[config.mk]
export PLATFORM = sky130hd
export DESIGN_NAME = websocket_frame_parser_unit
export DESIGN_NICKNAME = d
export VERILOG_FILES = /design/src/rtl/wsfp_pkg.sv /design/src/rtl/websocket_frame_parser_unit.sv /design/src/rtl/wsfp_decoder.sv /design/src/rtl/wsfp_out_reg.sv
export SDC_FILE = /design/constraint.sdc
export NUM_CORES = 1
export LEC_CHECK = 0
export BUFFER_PORTS_ARGS = -buffer_cell sky130_fd_sc_hd__clkbuf_2
export CORE_MARGIN = 4
export CORE_UTILIZATION = 35
export CTS_BUF_LIST = sky130_fd_sc_hd__clkbuf_4 sky130_fd_sc_hd__clkbuf_8
export DETAILED_ROUTE_END_ITERATION = 10
export REMOVE_ABC_BUFFERS = 1
export SLEW_MARGIN = 15
export SYNTH_ARGS = -nofsm -noshare
export SYNTH_HDL_FRONTEND = slang
export SYNTH_SLANG_ARGS = --single-unit
[constraint.sdc]
create_clock -name aclk -period 7.48 [get_ports aclk]
set_input_delay 0 -clock aclk [delete_from_list [all_inputs] [get_ports aclk]]
set_output_delay 0 -clock aclk [all_outputs]
set_load 0.05 [all_outputs]
[src/rtl/wsfp_pkg.sv]
// ----------------------------------------------------------------------------
// wsfp_pkg: shared types and constants of the WebSocket frame parser
// Parser phases, result kinds, length codes and the result record that
// travels from the decoder to the output register.
// ----------------------------------------------------------------------------
package wsfp_pkg;

    localparam int unsigned LEN_W = 64;
    localparam int unsigned MAXP_W = 63;

    localparam logic [MAXP_W-1:0] MAX_PAYLOAD_RESET = 63'd1048576;

    // 7-bit length codes that announce an extended length
    localparam logic [6:0] LEN_CODE_16 = 7'd126;
    localparam logic [6:0] LEN_CODE_64 = 7'd127;

    // extended length bytes still to read, minus one
    localparam logic [2:0] EXT_CNT_16 = 3'd1;
    localparam logic [2:0] EXT_CNT_64 = 3'd7;

    localparam logic [1:0] MASK_CNT_LAST = 2'd3;

    typedef enum logic [2:0] {
        PH_B0   = 3'd0,
        PH_B1   = 3'd1,
        PH_EXT  = 3'd2,
        PH_MASK = 3'd3,
        PH_PAY  = 3'd4,
        PH_HALT = 3'd5
    } phase_t;

    typedef enum logic [1:0] {
        KIND_HEADER  = 2'd0,
        KIND_PAYLOAD = 2'd1,
        KIND_TOO_BIG = 2'd2
    } kind_t;

    typedef struct packed {
        kind_t            kind;
        logic             fin;
        logic [2:0]       rsv_bits;
        logic [3:0]       opcode;
        logic [LEN_W-1:0] payload_length;
        logic [7:0]       data_byte;
        logic             last_of_frame;
    } result_t;

endpackage

[src/rtl/websocket_frame_parser_unit.sv]
// ----------------------------------------------------------------------------
// websocket_frame_parser_unit: WebSocket receive-side frame parser
// Decodes the frame header, unmasks payload bytes and flags oversize frames.
// ----------------------------------------------------------------------------
// One stream byte is taken per cycle; its result, if any, appears on the
// master side in the next cycle from a single output register. s_tready is
// high whenever that register is empty or being drained, so bytes pass in at
// full rate while the master side keeps up; a held result stalls every byte,
// also those that make no result (first header byte, extended length, mask
// key) and those that follow an error. A header item (tuser 0) follows the
// last header byte, payload items (tuser 1) follow one per payload byte, and
// a length above max_payload gives an error item (tuser 2), after which every
// byte is dropped until reset. max_payload may be written only while idle.
module websocket_frame_parser_unit (
    input  logic         aclk,
    input  logic         aresetn,
    input  logic         s_tvalid,
    output logic         s_tready,
    input  logic [7:0]   s_tdata,   // [7:0] in_byte
    output logic         m_tvalid,
    input  logic         m_tready,
    output logic [79:0]  m_tdata,   // [0] fin, [3:1] rsv_bits, [7:4] opcode,
                                    // [71:8] payload_length, [79:72] data_byte
    output logic [1:0]   m_tuser,   // [1:0] kind
    output logic         m_tlast,   // last_of_frame
    input  logic         cfg_we,
    input  logic [62:0]  cfg_wdata  // max_payload
);
    import wsfp_pkg::*;

    logic    accept;
    logic    res_valid;
    logic    slot_free;
    result_t res;
    result_t out_res;

    assign s_tready = slot_free;
    assign accept   = s_tvalid && slot_free;

    wsfp_decoder u_decoder (
        .aclk       (aclk),
        .aresetn    (aresetn),
        .byte_valid (accept),
        .in_byte    (s_tdata),
        .cfg_we     (cfg_we),
        .cfg_wdata  (cfg_wdata),
        .res_valid  (res_valid),
        .res        (res)
    );

    wsfp_out_reg u_out_reg (
        .aclk      (aclk),
        .aresetn   (aresetn),
        .load      (res_valid),
        .load_data (res),
        .slot_free (slot_free),
        .out_valid (m_tvalid),
        .out_ready (m_tready),
        .out_data  (out_res)
    );

    assign m_tdata = {out_res.data_byte, out_res.payload_length, out_res.opcode,
                      out_res.rsv_bits, out_res.fin};
    assign m_tuser = out_res.kind;
    assign m_tlast = out_res.last_of_frame;

endmodule

[src/rtl/wsfp_decoder.sv]
// ----------------------------------------------------------------------------
// wsfp_decoder: frame header and payload decoder
// Holds the parse state, takes one stream byte per accepted request and
// produces at most one result record for it in the same cycle.
// ----------------------------------------------------------------------------
module wsfp_decoder (
    input  logic                          aclk,
    input  logic                          aresetn,
    input  logic                          byte_valid,
    input  logic [7:0]                    in_byte,
    input  logic                          cfg_we,
    input  logic [wsfp_pkg::MAXP_W-1:0]   cfg_wdata,
    output logic                          res_valid,
    output wsfp_pkg::result_t             res
);
    import wsfp_pkg::*;

    phase_t             phase_reg, phase_next;
    logic               fin_reg, fin_next;
    logic [2:0]         rsv_reg, rsv_next;
    logic [3:0]         opcode_reg, opcode_next;
    logic               mask_on_reg, mask_on_next;
    logic [LEN_W-1:0]   length_reg, length_next;
    logic [2:0]         ext_cnt_reg, ext_cnt_next;
    logic [31:0]        mask_word_reg, mask_word_next;
    logic [1:0]         mask_cnt_reg, mask_cnt_next;
    logic [LEN_W-1:0]   remaining_reg, remaining_next;
    logic [1:0]         pidx_reg, pidx_next;
    logic [MAXP_W-1:0]  max_payload_reg;

    logic [6:0]         len_code;
    logic [LEN_W-1:0]   len_new;
    logic [LEN_W-1:0]   len_cur;
    logic               too_big;
    logic               mask_cur;
    logic               ext_done;
    logic               last_pay;
    logic [7:0]         key;

    // length as it stands once this byte is taken in
    always_comb begin
        len_code = in_byte[6:0];
        if (phase_reg == PH_B1) begin
            len_new = {{(LEN_W-7){1'b0}}, len_code};
        end else begin
            len_new = {length_reg[LEN_W-9:0], in_byte};
        end
        len_cur  = ((phase_reg == PH_B1) || (phase_reg == PH_EXT)) ? len_new : length_reg;
        too_big  = len_new > {1'b0, max_payload_reg};
        mask_cur = (phase_reg == PH_B1) ? in_byte[7] : mask_on_reg;
        ext_done = (phase_reg == PH_B1) ? !(len_code inside {LEN_CODE_16, LEN_CODE_64})
                                        : (ext_cnt_reg == 3'd0);
        last_pay = (remaining_reg == {{(LEN_W-1){1'b0}}, 1'b1});
        case (pidx_reg)
            2'd0:    key = mask_word_reg[31:24];
            2'd1:    key = mask_word_reg[23:16];
            2'd2:    key = mask_word_reg[15:8];
            default: key = mask_word_reg[7:0];
        endcase
        if (!mask_on_reg) begin
            key = 8'd0;
        end
    end

    // next state
    always_comb begin
        phase_next     = phase_reg;
        fin_next       = fin_reg;
        rsv_next       = rsv_reg;
        opcode_next    = opcode_reg;
        mask_on_next   = mask_on_reg;
        length_next    = length_reg;
        ext_cnt_next   = ext_cnt_reg;
        mask_word_next = mask_word_reg;
        mask_cnt_next  = mask_cnt_reg;
        remaining_next = remaining_reg;
        pidx_next      = pidx_reg;
        if (byte_valid) begin
            case (phase_reg)
                PH_B0: begin
                    fin_next    = in_byte[7];
                    rsv_next    = in_byte[6:4];
                    opcode_next = in_byte[3:0];
                    phase_next  = PH_B1;
                end
                PH_B1, PH_EXT: begin
                    if (phase_reg == PH_B1) begin
                        mask_on_next = in_byte[7];
                    end
                    if (!ext_done) begin
                        if (phase_reg == PH_B1) begin
                            length_next  = '0;
                            ext_cnt_next = (len_code == LEN_CODE_16) ? EXT_CNT_16
                                                                     : EXT_CNT_64;
                            phase_next   = PH_EXT;
                        end else begin
                            length_next  = len_new;
                            ext_cnt_next = ext_cnt_reg - 3'd1;
                        end
                    end else begin
                        length_next = len_new;
                        if (too_big) begin
                            phase_next = PH_HALT;
                        end else if (mask_cur) begin
                            mask_word_next = '0;
                            mask_cnt_next  = '0;
                            phase_next     = PH_MASK;
                        end else begin
                            remaining_next = len_new;
                            pidx_next      = '0;
                            phase_next     = (len_new == '0) ? PH_B0 : PH_PAY;
                        end
                    end
                end
                PH_MASK: begin
                    mask_word_next = {mask_word_reg[23:0], in_byte};
                    if (mask_cnt_reg == MASK_CNT_LAST) begin
                        mask_cnt_next  = '0;
                        remaining_next = length_reg;
                        pidx_next      = '0;
                        phase_next     = (length_reg == '0) ? PH_B0 : PH_PAY;
                    end else begin
                        mask_cnt_next = mask_cnt_reg + 2'd1;
                    end
                end
                PH_PAY: begin
                    pidx_next      = pidx_reg + 2'd1;
                    remaining_next = remaining_reg - {{(LEN_W-1){1'b0}}, 1'b1};
                    if (last_pay) begin
                        phase_next = PH_B0;
                    end
                end
                default: begin
                    phase_next = PH_HALT;
                end
            endcase
        end
    end

    // result record
    always_comb begin
        res_valid          = 1'b0;
        res.kind           = KIND_HEADER;
        res.fin            = fin_reg;
        res.rsv_bits       = rsv_reg;
        res.opcode         = opcode_reg;
        res.payload_length = len_cur;
        res.data_byte      = 8'd0;
        res.last_of_frame  = 1'b0;
        if (byte_valid) begin
            case (phase_reg)
                PH_B1, PH_EXT: begin
                    if (ext_done) begin
                        if (too_big) begin
                            res_valid         = 1'b1;
                            res.kind          = KIND_TOO_BIG;
                            res.last_of_frame = 1'b1;
                        end else if (!mask_cur) begin
                            res_valid         = 1'b1;
                            res.last_of_frame = (len_new == '0);
                        end
                    end
                end
                PH_MASK: begin
                    if (mask_cnt_reg == MASK_CNT_LAST) begin
                        res_valid         = 1'b1;
                        res.last_of_frame = (length_reg == '0);
                    end
                end
                PH_PAY: begin
                    res_valid         = 1'b1;
                    res.kind          = KIND_PAYLOAD;
                    res.data_byte     = in_byte ^ key;
                    res.last_of_frame = last_pay;
                end
                default: begin
                    res_valid = 1'b0;
                end
            endcase
        end
    end

    always_ff @(posedge aclk) begin
        if (!aresetn) begin
            phase_reg       <= PH_B0;
            fin_reg         <= 1'b0;
            rsv_reg         <= '0;
            opcode_reg      <= '0;
            mask_on_reg     <= 1'b0;
            length_reg      <= '0;
            ext_cnt_reg     <= '0;
            mask_word_reg   <= '0;
            mask_cnt_reg    <= '0;
            remaining_reg   <= '0;
            pidx_reg        <= '0;
            max_payload_reg <= MAX_PAYLOAD_RESET;
        end else begin
            phase_reg     <= phase_next;
            fin_reg       <= fin_next;
            rsv_reg       <= rsv_next;
            opcode_reg    <= opcode_next;
            mask_on_reg   <= mask_on_next;
            length_reg    <= length_next;
            ext_cnt_reg   <= ext_cnt_next;
            mask_word_reg <= mask_word_next;
            mask_cnt_reg  <= mask_cnt_next;
            remaining_reg <= remaining_next;
            pidx_reg      <= pidx_next;
            if (cfg_we) begin
                max_payload_reg <= cfg_wdata;
            end
        end
    end

endmodule

[src/rtl/wsfp_out_reg.sv]
// ----------------------------------------------------------------------------
// wsfp_out_reg: result output register
// Holds one result record toward the master side; frees itself in the
// same cycle the held request is taken, so a new one can load behind it.
// ----------------------------------------------------------------------------
module wsfp_out_reg (
    input  logic               aclk,
    input  logic               aresetn,
    input  logic               load,
    input  wsfp_pkg::result_t  load_data,
    output logic               slot_free,
    output logic               out_valid,
    input  logic               out_ready,
    output wsfp_pkg::result_t  out_data
);
    import wsfp_pkg::*;

    logic    valid_reg;
    result_t data_reg;

    assign slot_free = !valid_reg || out_ready;
    assign out_valid = valid_reg;
    assign out_data  = data_reg;

    always_ff @(posedge aclk) begin
        if (!aresetn) begin
            valid_reg <= 1'b0;
        end else if (load) begin
            valid_reg <= 1'b1;
        end else if (out_ready) begin
            valid_reg <= 1'b0;
        end
    end

    always_ff @(posedge aclk) begin
        if (load) begin
            data_reg <= load_data;
        end
    end

endmodule
; After elaboration in Yosys (flattened, before gate mapping)
; Cells that the tools add are included.
[totals]
out_inout_bits = 85
ff_bits = 326
wordCells = 120
inputBits = 76
[op_classes]
n_lt_le_gt_ge = 1
addsub = 4
muxes = 54
reduce_logical = 22
eq_ne = 17
bitwise_logic = 2
[ops]
columns = cell, n
row1 = 2-to-1 mux 64 bit, 8
row2 = one-hot mux 64 bit (3 select lines), 1
row3 = zero test 64 bit, 2
row4 = 2-to-1 mux 32 bit, 3
row5 = "equality test 64 x 1 -> 1 bit, second input constant", 1
row6 = greater-than comparator 64 x 63 -> 1 bit, 1
row7 = one-hot mux 32 bit (2 select lines), 1
row8 = "subtractor 64 x 1 -> 64 bit, second input constant", 1
row9 = 2-to-1 mux 3 bit, 10
row10 = one-hot mux 8 bit (3 select lines), 1
row11 = 2-to-1 mux 2 bit, 10
row12 = "equality test 7 bit, second input constant", 2
row13 = 2-to-1 mux 1 bit, 13
row14 = one-hot mux 3 bit (4 select lines), 1
row15 = 2-to-1 mux 8 bit, 1
row16 = "!= test 2 x 1 -> 1 bit, second input constant", 4
row17 = one-hot mux 2 bit (2 select lines), 2
row18 = XOR 8 bit, 1
row19 = "equality test 3 x 2 -> 1 bit, second input constant", 2
row20 = zero test 3 bit, 2
row21 = one-hot mux 1 bit (3 select lines), 2
row22 = one-hot mux 2 bit (3 select lines), 1
row23 = AND reduction 2 bit, 3
row24 = AND reduction 6 bit, 1
row25 = 19 further kinds, 26

; Longest topological paths before layout
; Gate-level depths: netlist (run 1).
[depth]
ltp_word = 8
ltp_mapped = 17
ltp_nobuf = 12

; Cells and area by module
; From an unflattened synthesis (run 1), not the netlist that was laid out.
[hier_totals]
cells_unflattened = 1975
hier_area_um2 = 17312.9
[modules_own_cells]
columns = mod, seq_area_each_um2, area_per_inst_um2, cells_per_inst, n_inst
row1 = wsfp_decoder, 4844.6, 14765.4, 1887, 1
row2 = wsfp_out_reg, 2512.4, 2541.2, 87, 1
row3 = websocket_frame_parser_unit, 0.0, 6.3, 1, 1

; Worst setup path after synthesis (run 1)
; OpenSTA, ideal clock, no wires.
[synth_timing]
path_kind = register -> register
startpoint = register u_decoder.phase_reg[2]
endpoint = register u_out_reg.data_reg, in the netlist u_out_reg.out_data[0], enable pin
setup_slack_ns = 2.201
t_arrival_ns = 4.842
path_stages_with_launch = 16
setup_ns = 0.437
required_time_ns = 7.043
path_buffers = 4
cell_sequence = dfxtp_1 -> buf_2 -> or3b_1 -> buf_2 -> clkbuf_1 -> clkbuf_1 -> and2_1 -> ha_1 -> nand4_1 -> nor4_1 -> nand4_1 -> a311oi_1 -> nor4_4 -> nor2_1 -> o21ai_0 -> inv_1
[synth_via]
elab_chain_len = 7
[synth_lines]
columns = item, line_no
row1 = from (decl), wsfp_decoder.sv:18  ; phase_t phase_reg, phase_next;
row2 = from (signal assigned), wsfp_decoder.sv:198  ; phase_reg <= phase_next;
row3 = equality test 3 x 1 -> 1 bit, --
row4 = 2-to-1 mux 64 bit / 2-to-1 mux 1 bit (equally long branches), "wsfp_decoder.sv:43, wsfp_decoder.sv:50"
row5 = greater-than comparator 64 x 63 -> 1 bit / 2-to-1 mux 1 bit (equally long branches), "wsfp_decoder.sv:49, wsfp_decoder.sv:158"
row6 = 2-to-1 mux 1 bit, wsfp_decoder.sv:154  ; if (too_big) begin
row7 = 2-to-1 mux 1 bit, wsfp_decoder.sv:153  ; if (ext_done) begin
row8 = one-hot mux 1 bit (3 select lines) (*), wsfp_decoder.sv:151  ; case (phase_reg)
row9 = 2-to-1 mux 1 bit (*), wsfp_decoder.sv:150  ; if (byte_valid) begin
row10 = named net res_valid, websocket_frame_parser_unit.sv:32  ; logic res_valid;
row11 = to (signal assigned), wsfp_out_reg.sv:37  ; data_reg <= load_data;
row12 = to (decl), wsfp_out_reg.sv:19  ; result_t data_reg;
; Mark *: on every way through the listed nets, which the timed path passes. The rest lies on a longest branch.
; A chain may end at the register's enable or synchronous reset.

; Worst setup path in the final report (run 1)
[layout_timing]
startpoint = register u_decoder.phase_reg[1]
endpoint = register u_out_reg.data_reg, in the netlist u_out_reg.out_data[79], enable pin
; The elaborated chain is that of the path after synthesis.

==> results by group, run 1 <==
Final layout
  • FILL cells: approximately 4800
  • Fraction of layout cells with a size suffix above 1: between 10% and 20%
  • Multi-input gate area: a little over 9000 sq um
  • Final instance area: 21480 sq um
  • Most common cell after layout, fill and taps aside: dfxtp_1
  • Layout area overhead: 22.18%
  • Diodes inserted: 0
  • Sequential cell area: 7360 sq um
  • Max reg flops: 83
  • Finished Layout Cells: roughly 3000
  • Fin nets: about 2400
  • Most frequent cells in the layout: dfxtp_1, nand2_1, nor2_1
  • Final core utilization: a little over two fifths

Floorplanning
  • Die height: roughly 230 um
  • IO Pins: roughly 160
  • Initial core utilization: a little over a third
  • Die area: approximately 54000 sq um
  • Chip width: 232.1 um
  • Core Rows: between 80 and 90
  • Core region area: roughly 49000 sq um

Timing
  • Max Slew Vio Count: 0
  • Fin. Hold Viols: 0
  • Final Skew: 39.37 ps
  • Setup TNS: 0 ps
  • Min Hold Slack: 112.9 ps
  • Fmax: around 0.16 GHz
  • Final worst path period need: slightly above 6000 ps
  • Rel. slew slack: 23.93%
  • Worst slew pin tran: between 1000 and 1500 ps
  • Tcrit/Tclk final: between 80% and 90%
  • Final-report setup violation count: 0
  • Final setup margin: about 1400 ps
  • RSZ-0062 raised after global routing: false

Clocking
  • Sink Count: around 330
  • Worst-Skew Late Latency: ~680 ps
  • Clock slew at reported path FFs: roughly 70 ps
  • H-tree depth: 2
  • TritonCTS clock tree: built
  • Num CTS Buffers: 57
  • Clk buf depth: 3
  • Root buffer cell: clkbuf_8

Routing
  • Routed vias/inst: 5.729
  • 1st-iter DRT viols: about 1800
  • DRT Pass-1 Iters: 8
  • Total Wirelength: approximately 64000 um
  • WL/cell: approximately 21 um
  • DRT antenna net count: 0
  • DR vias: around 17000
  • # DRC: 0

Hold path
  • Hold WC Path Type: in -> reg
  • Worst hold start: cfg_wdata[11]

Logic synthesis
  • Yosys Warn Count: 0
  • Yosys reg bits: 326
  • Top cell type's share of synthesized area: around 28%
  • Area leader, netlist: dfxtp_1
  • Distinct cells, synth: a little over 70
  • Post-synth EDFFs: between 80 and 90
  • Syn_area_per_cell: 8.537 sq um
  • Seq/Total Area, Yosys: between 40% and 50%
  • Synthesized area: 17580 sq um
  • Synthesized instance count: between 2000 and 2500
  • Largest cells by area after synthesis: dfxtp_1, edfxtp_1, a21oi_1
  • Asr flop ratio synth: 0%
  • Main flop type after synthesis: dfxtp_1

Power
  • Cell-internal power: roughly 3.5 mW
  • Maximum VDD drop: roughly 160 uV
  • Static leakage: roughly 8.5 nW
  • Clock power frac: 30.8%
  • Switching pwr: 2.268 mW
  • Sequential power share: about a third
  • Power per standard cell area: approximately 270 nW/um^2
  • Total power: 5.774 mW
  • Combinational share of power: 34.3%
  • Switching power share of the total: 39.29%

Worst setup path
  • RR Startpoint: u_decoder.phase_reg[1]$_SDFFE_PN0P_
  • Crit path launch: u_decoder.phase_reg[1]$_SDFFE_PN0P_
  • Crit path launch type: flop
  • CP max FO: 59
  • Arrival time worst endpoint: 6340 ps
  • Critical Path RT: between 7000 and 8000 ps
  • Crit. End Element: flop
  • Critical path type: reg -> reg

Outcome
  • Status: finished, final reports clean

Global routing
  • Number of global-route vias before repair: around 16000
  • GRT overflow: 0
  • Largest net degree at the start of global routing: 98
  • Total GRT Usage: a little under a quarter
  • First-pass GRT wire length: slightly below 100000 um
  • Antenna violations before repair: 0

Flow run
  • Max-cap violations: 0

Place
  • Final Wtd Congestion: approximately 0.9
  • Placed Area: ~19000 sq um
  • Port bufs: 160
  • Detailed placer's ending HPWL: 41650 um
  • Dpl ws: ~1700 ps
  • DP Cell Count: roughly 2800
## repair_timing
action	in CTS	in global routing
endpoints found under the hold margin	148	0
hold buffers	136	0
setup buffers	0	0
gates resized for setup	0	0
## final timing paths
check	slack (ps)	to	cells after the start
setup reg to reg	1420	u_out_reg.out_data[79]$_DFFE_PP_	12
hold / removal	110	u_decoder.max_payload_reg[11]$_SDFFE_PN0P_	4
hold reg to reg	430	u_out_reg.out_data[77]$_DFFE_PP_	0
setup / recovery	1420	u_out_reg.out_data[79]$_DFFE_PP_	12
## cell families (layout without fill, tap and decap cells)
kind of cell | Yosys count | in the layout | synth area share (%)
simple gates | 734 | 734 | 19.53
compound gates | 562 | 562 | 20.68
buf+inv | 237 | 510 | 5.203
flops | 326 | 326 | 41.85
fa+ha+maj | 72 | 72 | 5.125
xor+xnor | 10 | 10 | 0.4983
mux | 118 | 118 | 7.104
## Yosys cell counts (29+ instances only)
master and n:
a32oi_1 34, and2_1 56, nor2_1 232, nand2_1 235, ha_1 72, o21ai_0 86
a21oi_1 215, nor3_1 44, a221oi_1 44, edfxtp_1 83, nor4_1 37, inv_1 81
dfxtp_1 243, mux2_2 54, nand3_1 29, clkbuf_1 125, mux2i_1 64
## critical path: stages, from the launching register on
cell	delay, ps
dfxtp_1	540
or3b_1	790
and2_1	340
ha_1	320
nand4_1	130
nor4_1	970
nand4_1	220
a311oi_1	530
nor4_4	150
nor2_1	220
o21ai_0	190
clkinv_2	420
buf_4	710
## power groups by stage
stage	Combinational, mW	Sequential [mW]	Clock (mW)
2_1_floorplan	1.13	2.12	0
3_3_place_gp	1.85	2.04	0
3_5_place_dp	1.87	2.04	0
4_1_cts	1.94	2.01	1.82
5_1_grt	2.13	2.02	1.90
6_report	1.98	2.01	1.78
## metal layers
metal / vias up / share of wire [%] / track usage (%)
met3: 163 / 8.5 / 4.514
met4: 0 / 4.1 / 9.397
met2: 846 / 44 / 35.73
met5: - / 0 / 0
li1: 7973 / - / -
met1: 8183 / 43 / 31.14
## area by class of cell
cell class                      instances  area share [%]
Timing Repair Buffer                  322           11.05
Inverter                               81           1.445
Clock buffer                           88           5.202
Clock inverter                         19          0.5942
Multi-Input combinational cell       1496           43.58
Sequential cell                       326           34.27
Tap cell                              664           3.868
Power figures use the tool's default switching activity.
==> run 2, diff against run 1 <==
==> constraint.sdc (replaced) <==
create_clock -name aclk -period 4.97 [get_ports aclk]
set_input_delay 0 -clock aclk [delete_from_list [all_inputs] [get_ports aclk]]
set_output_delay 0 -clock aclk [all_outputs]
set_load 0.05 [all_outputs]
==> run 2 against run 1 <==
Count of clock-buffer cells in the layout is 9 lower; non-clock buffer count did not move; power up 47%; first-iteration DRC count is 9.3% higher; final cell count about the same; routed wire length decreased by 1.7%; core utilization down 0.22 points; critical endpoint is now u_out_reg.out_data[0]$_SDFFCE_PN0P_; clock skew is 16 ps lower; sequential share of layout area grew 0.17 points.
==> results by group, run 2 (synthesis gave the netlist of run 1 again) <==
Worst setup path
  • Buf+Inv Stages, Crit Path: 3 (+1)
  • Cell family with most CP delay: simple AND/OR/NAND/NOR gates
  • Critical Path RT: 5290 ps (-2460 ps)
  • Crit path launch type: flop
  • Peak per-stage delay on the critical path: 710 ps (-260 ps)
  • RR Startpoint: u_decoder.phase_reg[1]$_SDFFE_PN0P_
  • CP max-delay cell: a311oi_2
  • Crit. End Element: flop
  • CP max FO: 40 (-32%)
  • CP cell instances: or3b_1 > buf_4 > and2_1 > ha_1 > nand4_1 > a211oi_2 > nand3b_1 > a311oi_2 > nor4_4 > nor2_1 > o21ai_0 > clkinv_2 > buf_12
  • Cells on worst reg2reg path: 13 (+1)
  • Arrival time worst endpoint: 4950 ps (-1390 ps)
  • R2R Setup Slk: 340 ps (-1070 ps)
  • Worst flop-to-flop path endpoint: u_out_reg.out_data[0]$_SDFFCE_PN0P_
  • Critical path type: reg -> reg

Hold path
  • Hold path depth: 4 (unchanged)
  • Hold WC Path Type: in -> reg
  • Hold Crit Endpoint: u_decoder.max_payload_reg[14]$_SDFFE_PN0P_
  • Worst hold start: cfg_wdata[14]

Place
  • Final Wtd Congestion: 0.9411 (+1.5%)
  • Detailed placer's ending HPWL: 41800 um (+0.37%)
  • Port bufs: 160 (unchanged)
  • DP Cell Count: 2787 (+1.2%)

Routing
  • # DRC: 0 (unchanged)
  • DR vias: 17230 (+0.37%)
  • WL/cell: 21.07 um (-1.7%)
  • 1st-iter DRT viols: 2007 (+9.3%)
  • Routed vias/inst: 5.753 (+0.41%)
  • Total Wirelength: 63090 um (-1.7%)
  • DRT Pass-1 Iters: 6 (-2)
  • DRT antenna net count: 0 (unchanged)

Floorplanning
  • Die area: 53870 sq um (unchanged)
  • IO Pins: 161 (unchanged)
  • Initial core utilization: 35.69% (unchanged)
  • Core Rows: 81 (unchanged)
  • Chip width: 232.1 um (unchanged)
  • Die height: 232.1 um (unchanged)
  • Core region area: 49250 sq um (unchanged)

Global routing
  • Number of global-route vias before repair: 16630 (+1.1%)
  • Antenna violations before repair: 1 (+1)
  • First-pass GRT wire length: 97960 um (+0.49%)
  • Largest net degree at the start of global routing: 109 (+11%)
  • Total GRT Usage: 22.76% (-0.14 points)
  • GRT overflow: 0 (unchanged)

Power
  • Switching pwr: 3.354 mW (+48%)
  • Maximum VDD drop: 198.5 uV (+25%)
  • Cell-internal power: 5.162 mW (+47%)
  • Sequential power share: 35.2% (+0.3 points)
  • Static leakage: 8.429 nW (-0.66%)
  • Clock power frac: 30.0% (-0.8 points)
  • Combinational share of power: 34.7% (+0.4 points)
  • Power per standard cell area: 398.5 nW/um^2 (+48%)
  • Switching power share of the total: 39.38% (+0.098 points)

Final layout
  • Multi-input gate area: 9359 sq um (unchanged)
  • Fraction of layout cells with a size suffix above 1: 17.25% (+1.2 points)
  • Diodes inserted: 0 (unchanged)
  • Sequential cell area: 7360 sq um (unchanged)
  • Fin nets: 2431 (-0.041%)
  • Final core utilization: 43.38% (-0.22 points)
  • Most frequent cells in the layout: dfxtp_1, nand2_1, nor2_1
  • Most common cell after layout, fill and taps aside: dfxtp_1
  • Finished Layout Cells: 2995 (-0.033%)
  • Max reg flops: 83 (unchanged)
  • Layout area overhead: 21.56%
  • FILL cells: 4857 (+1.4%)

Clocking
  • Clk buf depth: 3 (unchanged)
  • Sink Count: 326 (unchanged)
  • Worst-Skew Late Latency: 660 ps (-20 ps)
  • Clock slew at reported path FFs: 60 ps (about the same)
  • Root buffer cell: clkbuf_8
  • TritonCTS clock tree: built
  • Num CTS Buffers: 56 (-1.8%)
  • Cts repair resizes: 0 (unchanged)
  • H-tree depth: 2 (unchanged)

Flow run
  • Max-cap violations: 0 (unchanged)

Timing
  • Rel. slew slack: 36.17% (+12 points)
  • Fmax: 0.2162 GHz (+31%)
  • Final-report setup violation count: 0 (unchanged)
  • Min Hold Slack: 117.6 ps (+4.707 ps)
  • Final Skew: 23.86 ps (-15.51 ps)
  • Fin. Hold Viols: 0 (unchanged)
  • RSZ-0062 raised after global routing: false
  • Worst slew pin tran: 957.4 ps (-173.2 ps)
  • Max Slew Vio Count: 0 (unchanged)
  • Tcrit/Tclk final: 93.08% (+12 points)
  • Final worst path period need: 4626 ps (-1439 ps)

Outcome
  • Status: finished, final reports clean
==> run 2: how the worst max path moves through the flow <==
stage	startpoint	end	cells after the start
after global routing	u_decoder.phase_reg[1]$_SDFFE_PN0P_	u_out_reg.out_data[74]$_DFFE_PP_	13
final	u_decoder.phase_reg[1]$_SDFFE_PN0P_	u_out_reg.out_data[0]$_SDFFCE_PN0P_	13
after global placement	u_decoder.phase_reg[1]$_SDFFE_PN0P_	u_out_reg.out_data[82]$_SDFFCE_PN0P_	13
after detailed placement	u_decoder.phase_reg[1]$_SDFFE_PN0P_	u_out_reg.out_data[76]$_DFFE_PP_	13
after CTS	u_decoder.phase_reg[1]$_SDFFE_PN0P_	u_out_reg.out_data[74]$_DFFE_PP_	13
after floorplan	u_decoder.phase_reg[2]$_SDFFE_PN0P_	u_decoder.ext_cnt_reg[0]$_SDFFE_PN0P_	8
==> run 2: per-stage QoR <==
stage	setup WS [ps]	cell area [sq um]	power [mW]	TNS [ps]
floorplan	-2855	16970	4.898	-441520
finish	343.7	21370	8.516	0
global route	144.5	21370	8.969	0
detailed placement	386.1	19190	5.868	0
CTS	367.3	21370	8.500	0
global placement	511.7	19190	5.832	0
==> run 2: power groups by stage <==
| stage | sequential (mW) | combinational, mW | clock, mW |
|---|---|---|---|
| 4_1_cts | 2.99 | 2.90 | 2.61 |
| 6_report | 3.00 | 2.96 | 2.56 |
| 5_1_grt | 3.01 | 3.22 | 2.74 |
| 2_1_floorplan | 3.19 | 1.70 | 0 |
| 3_3_place_gp | 3.05 | 2.79 | 0 |
| 3_5_place_dp | 3.05 | 2.82 | 0 |
==> run 2: worst register-to-register path, cell delays in order (launching register included) <==
cell and delay (ps):
dfxtp_1 310, or3b_1 400, buf_4 250, and2_1 230
ha_1 310, nand4_1 230, a211oi_2 300, nand3b_1 370
a311oi_2 710, nor4_4 120, nor2_1 210, o21ai_0 230
clkinv_2 290, buf_12 290
==> run 2: final cells by class <==
type / count / area share (%)
Clock buffer: 79 / 4.708
Clock inverter: 27 / 0.7144
Inverter: 81 / 1.452
Multi-Input combinational cell: 1496 / 43.80
Sequential cell: 326 / 34.44
Tap cell: 664 / 3.888
Timing Repair Buffer: 322 / 11.00
==> run 2: metal layers <==
layer | global-route usage [%] | share of wire (%) | up-vias
li1 | - | - | 7985
met1 | 31.69 | 44 | 8229
met2 | 35.30 | 44 | 855
met3 | 3.840 | 8.4 | 160
met4 | 8.892 | 3.6 | 0
met5 | 0 | 0 | -
==> run 2: what timing repair did <==
action                    CTS  global route
buffers inserted            0             0
hold endpoints to repair  117             0
hold buffers              102             0
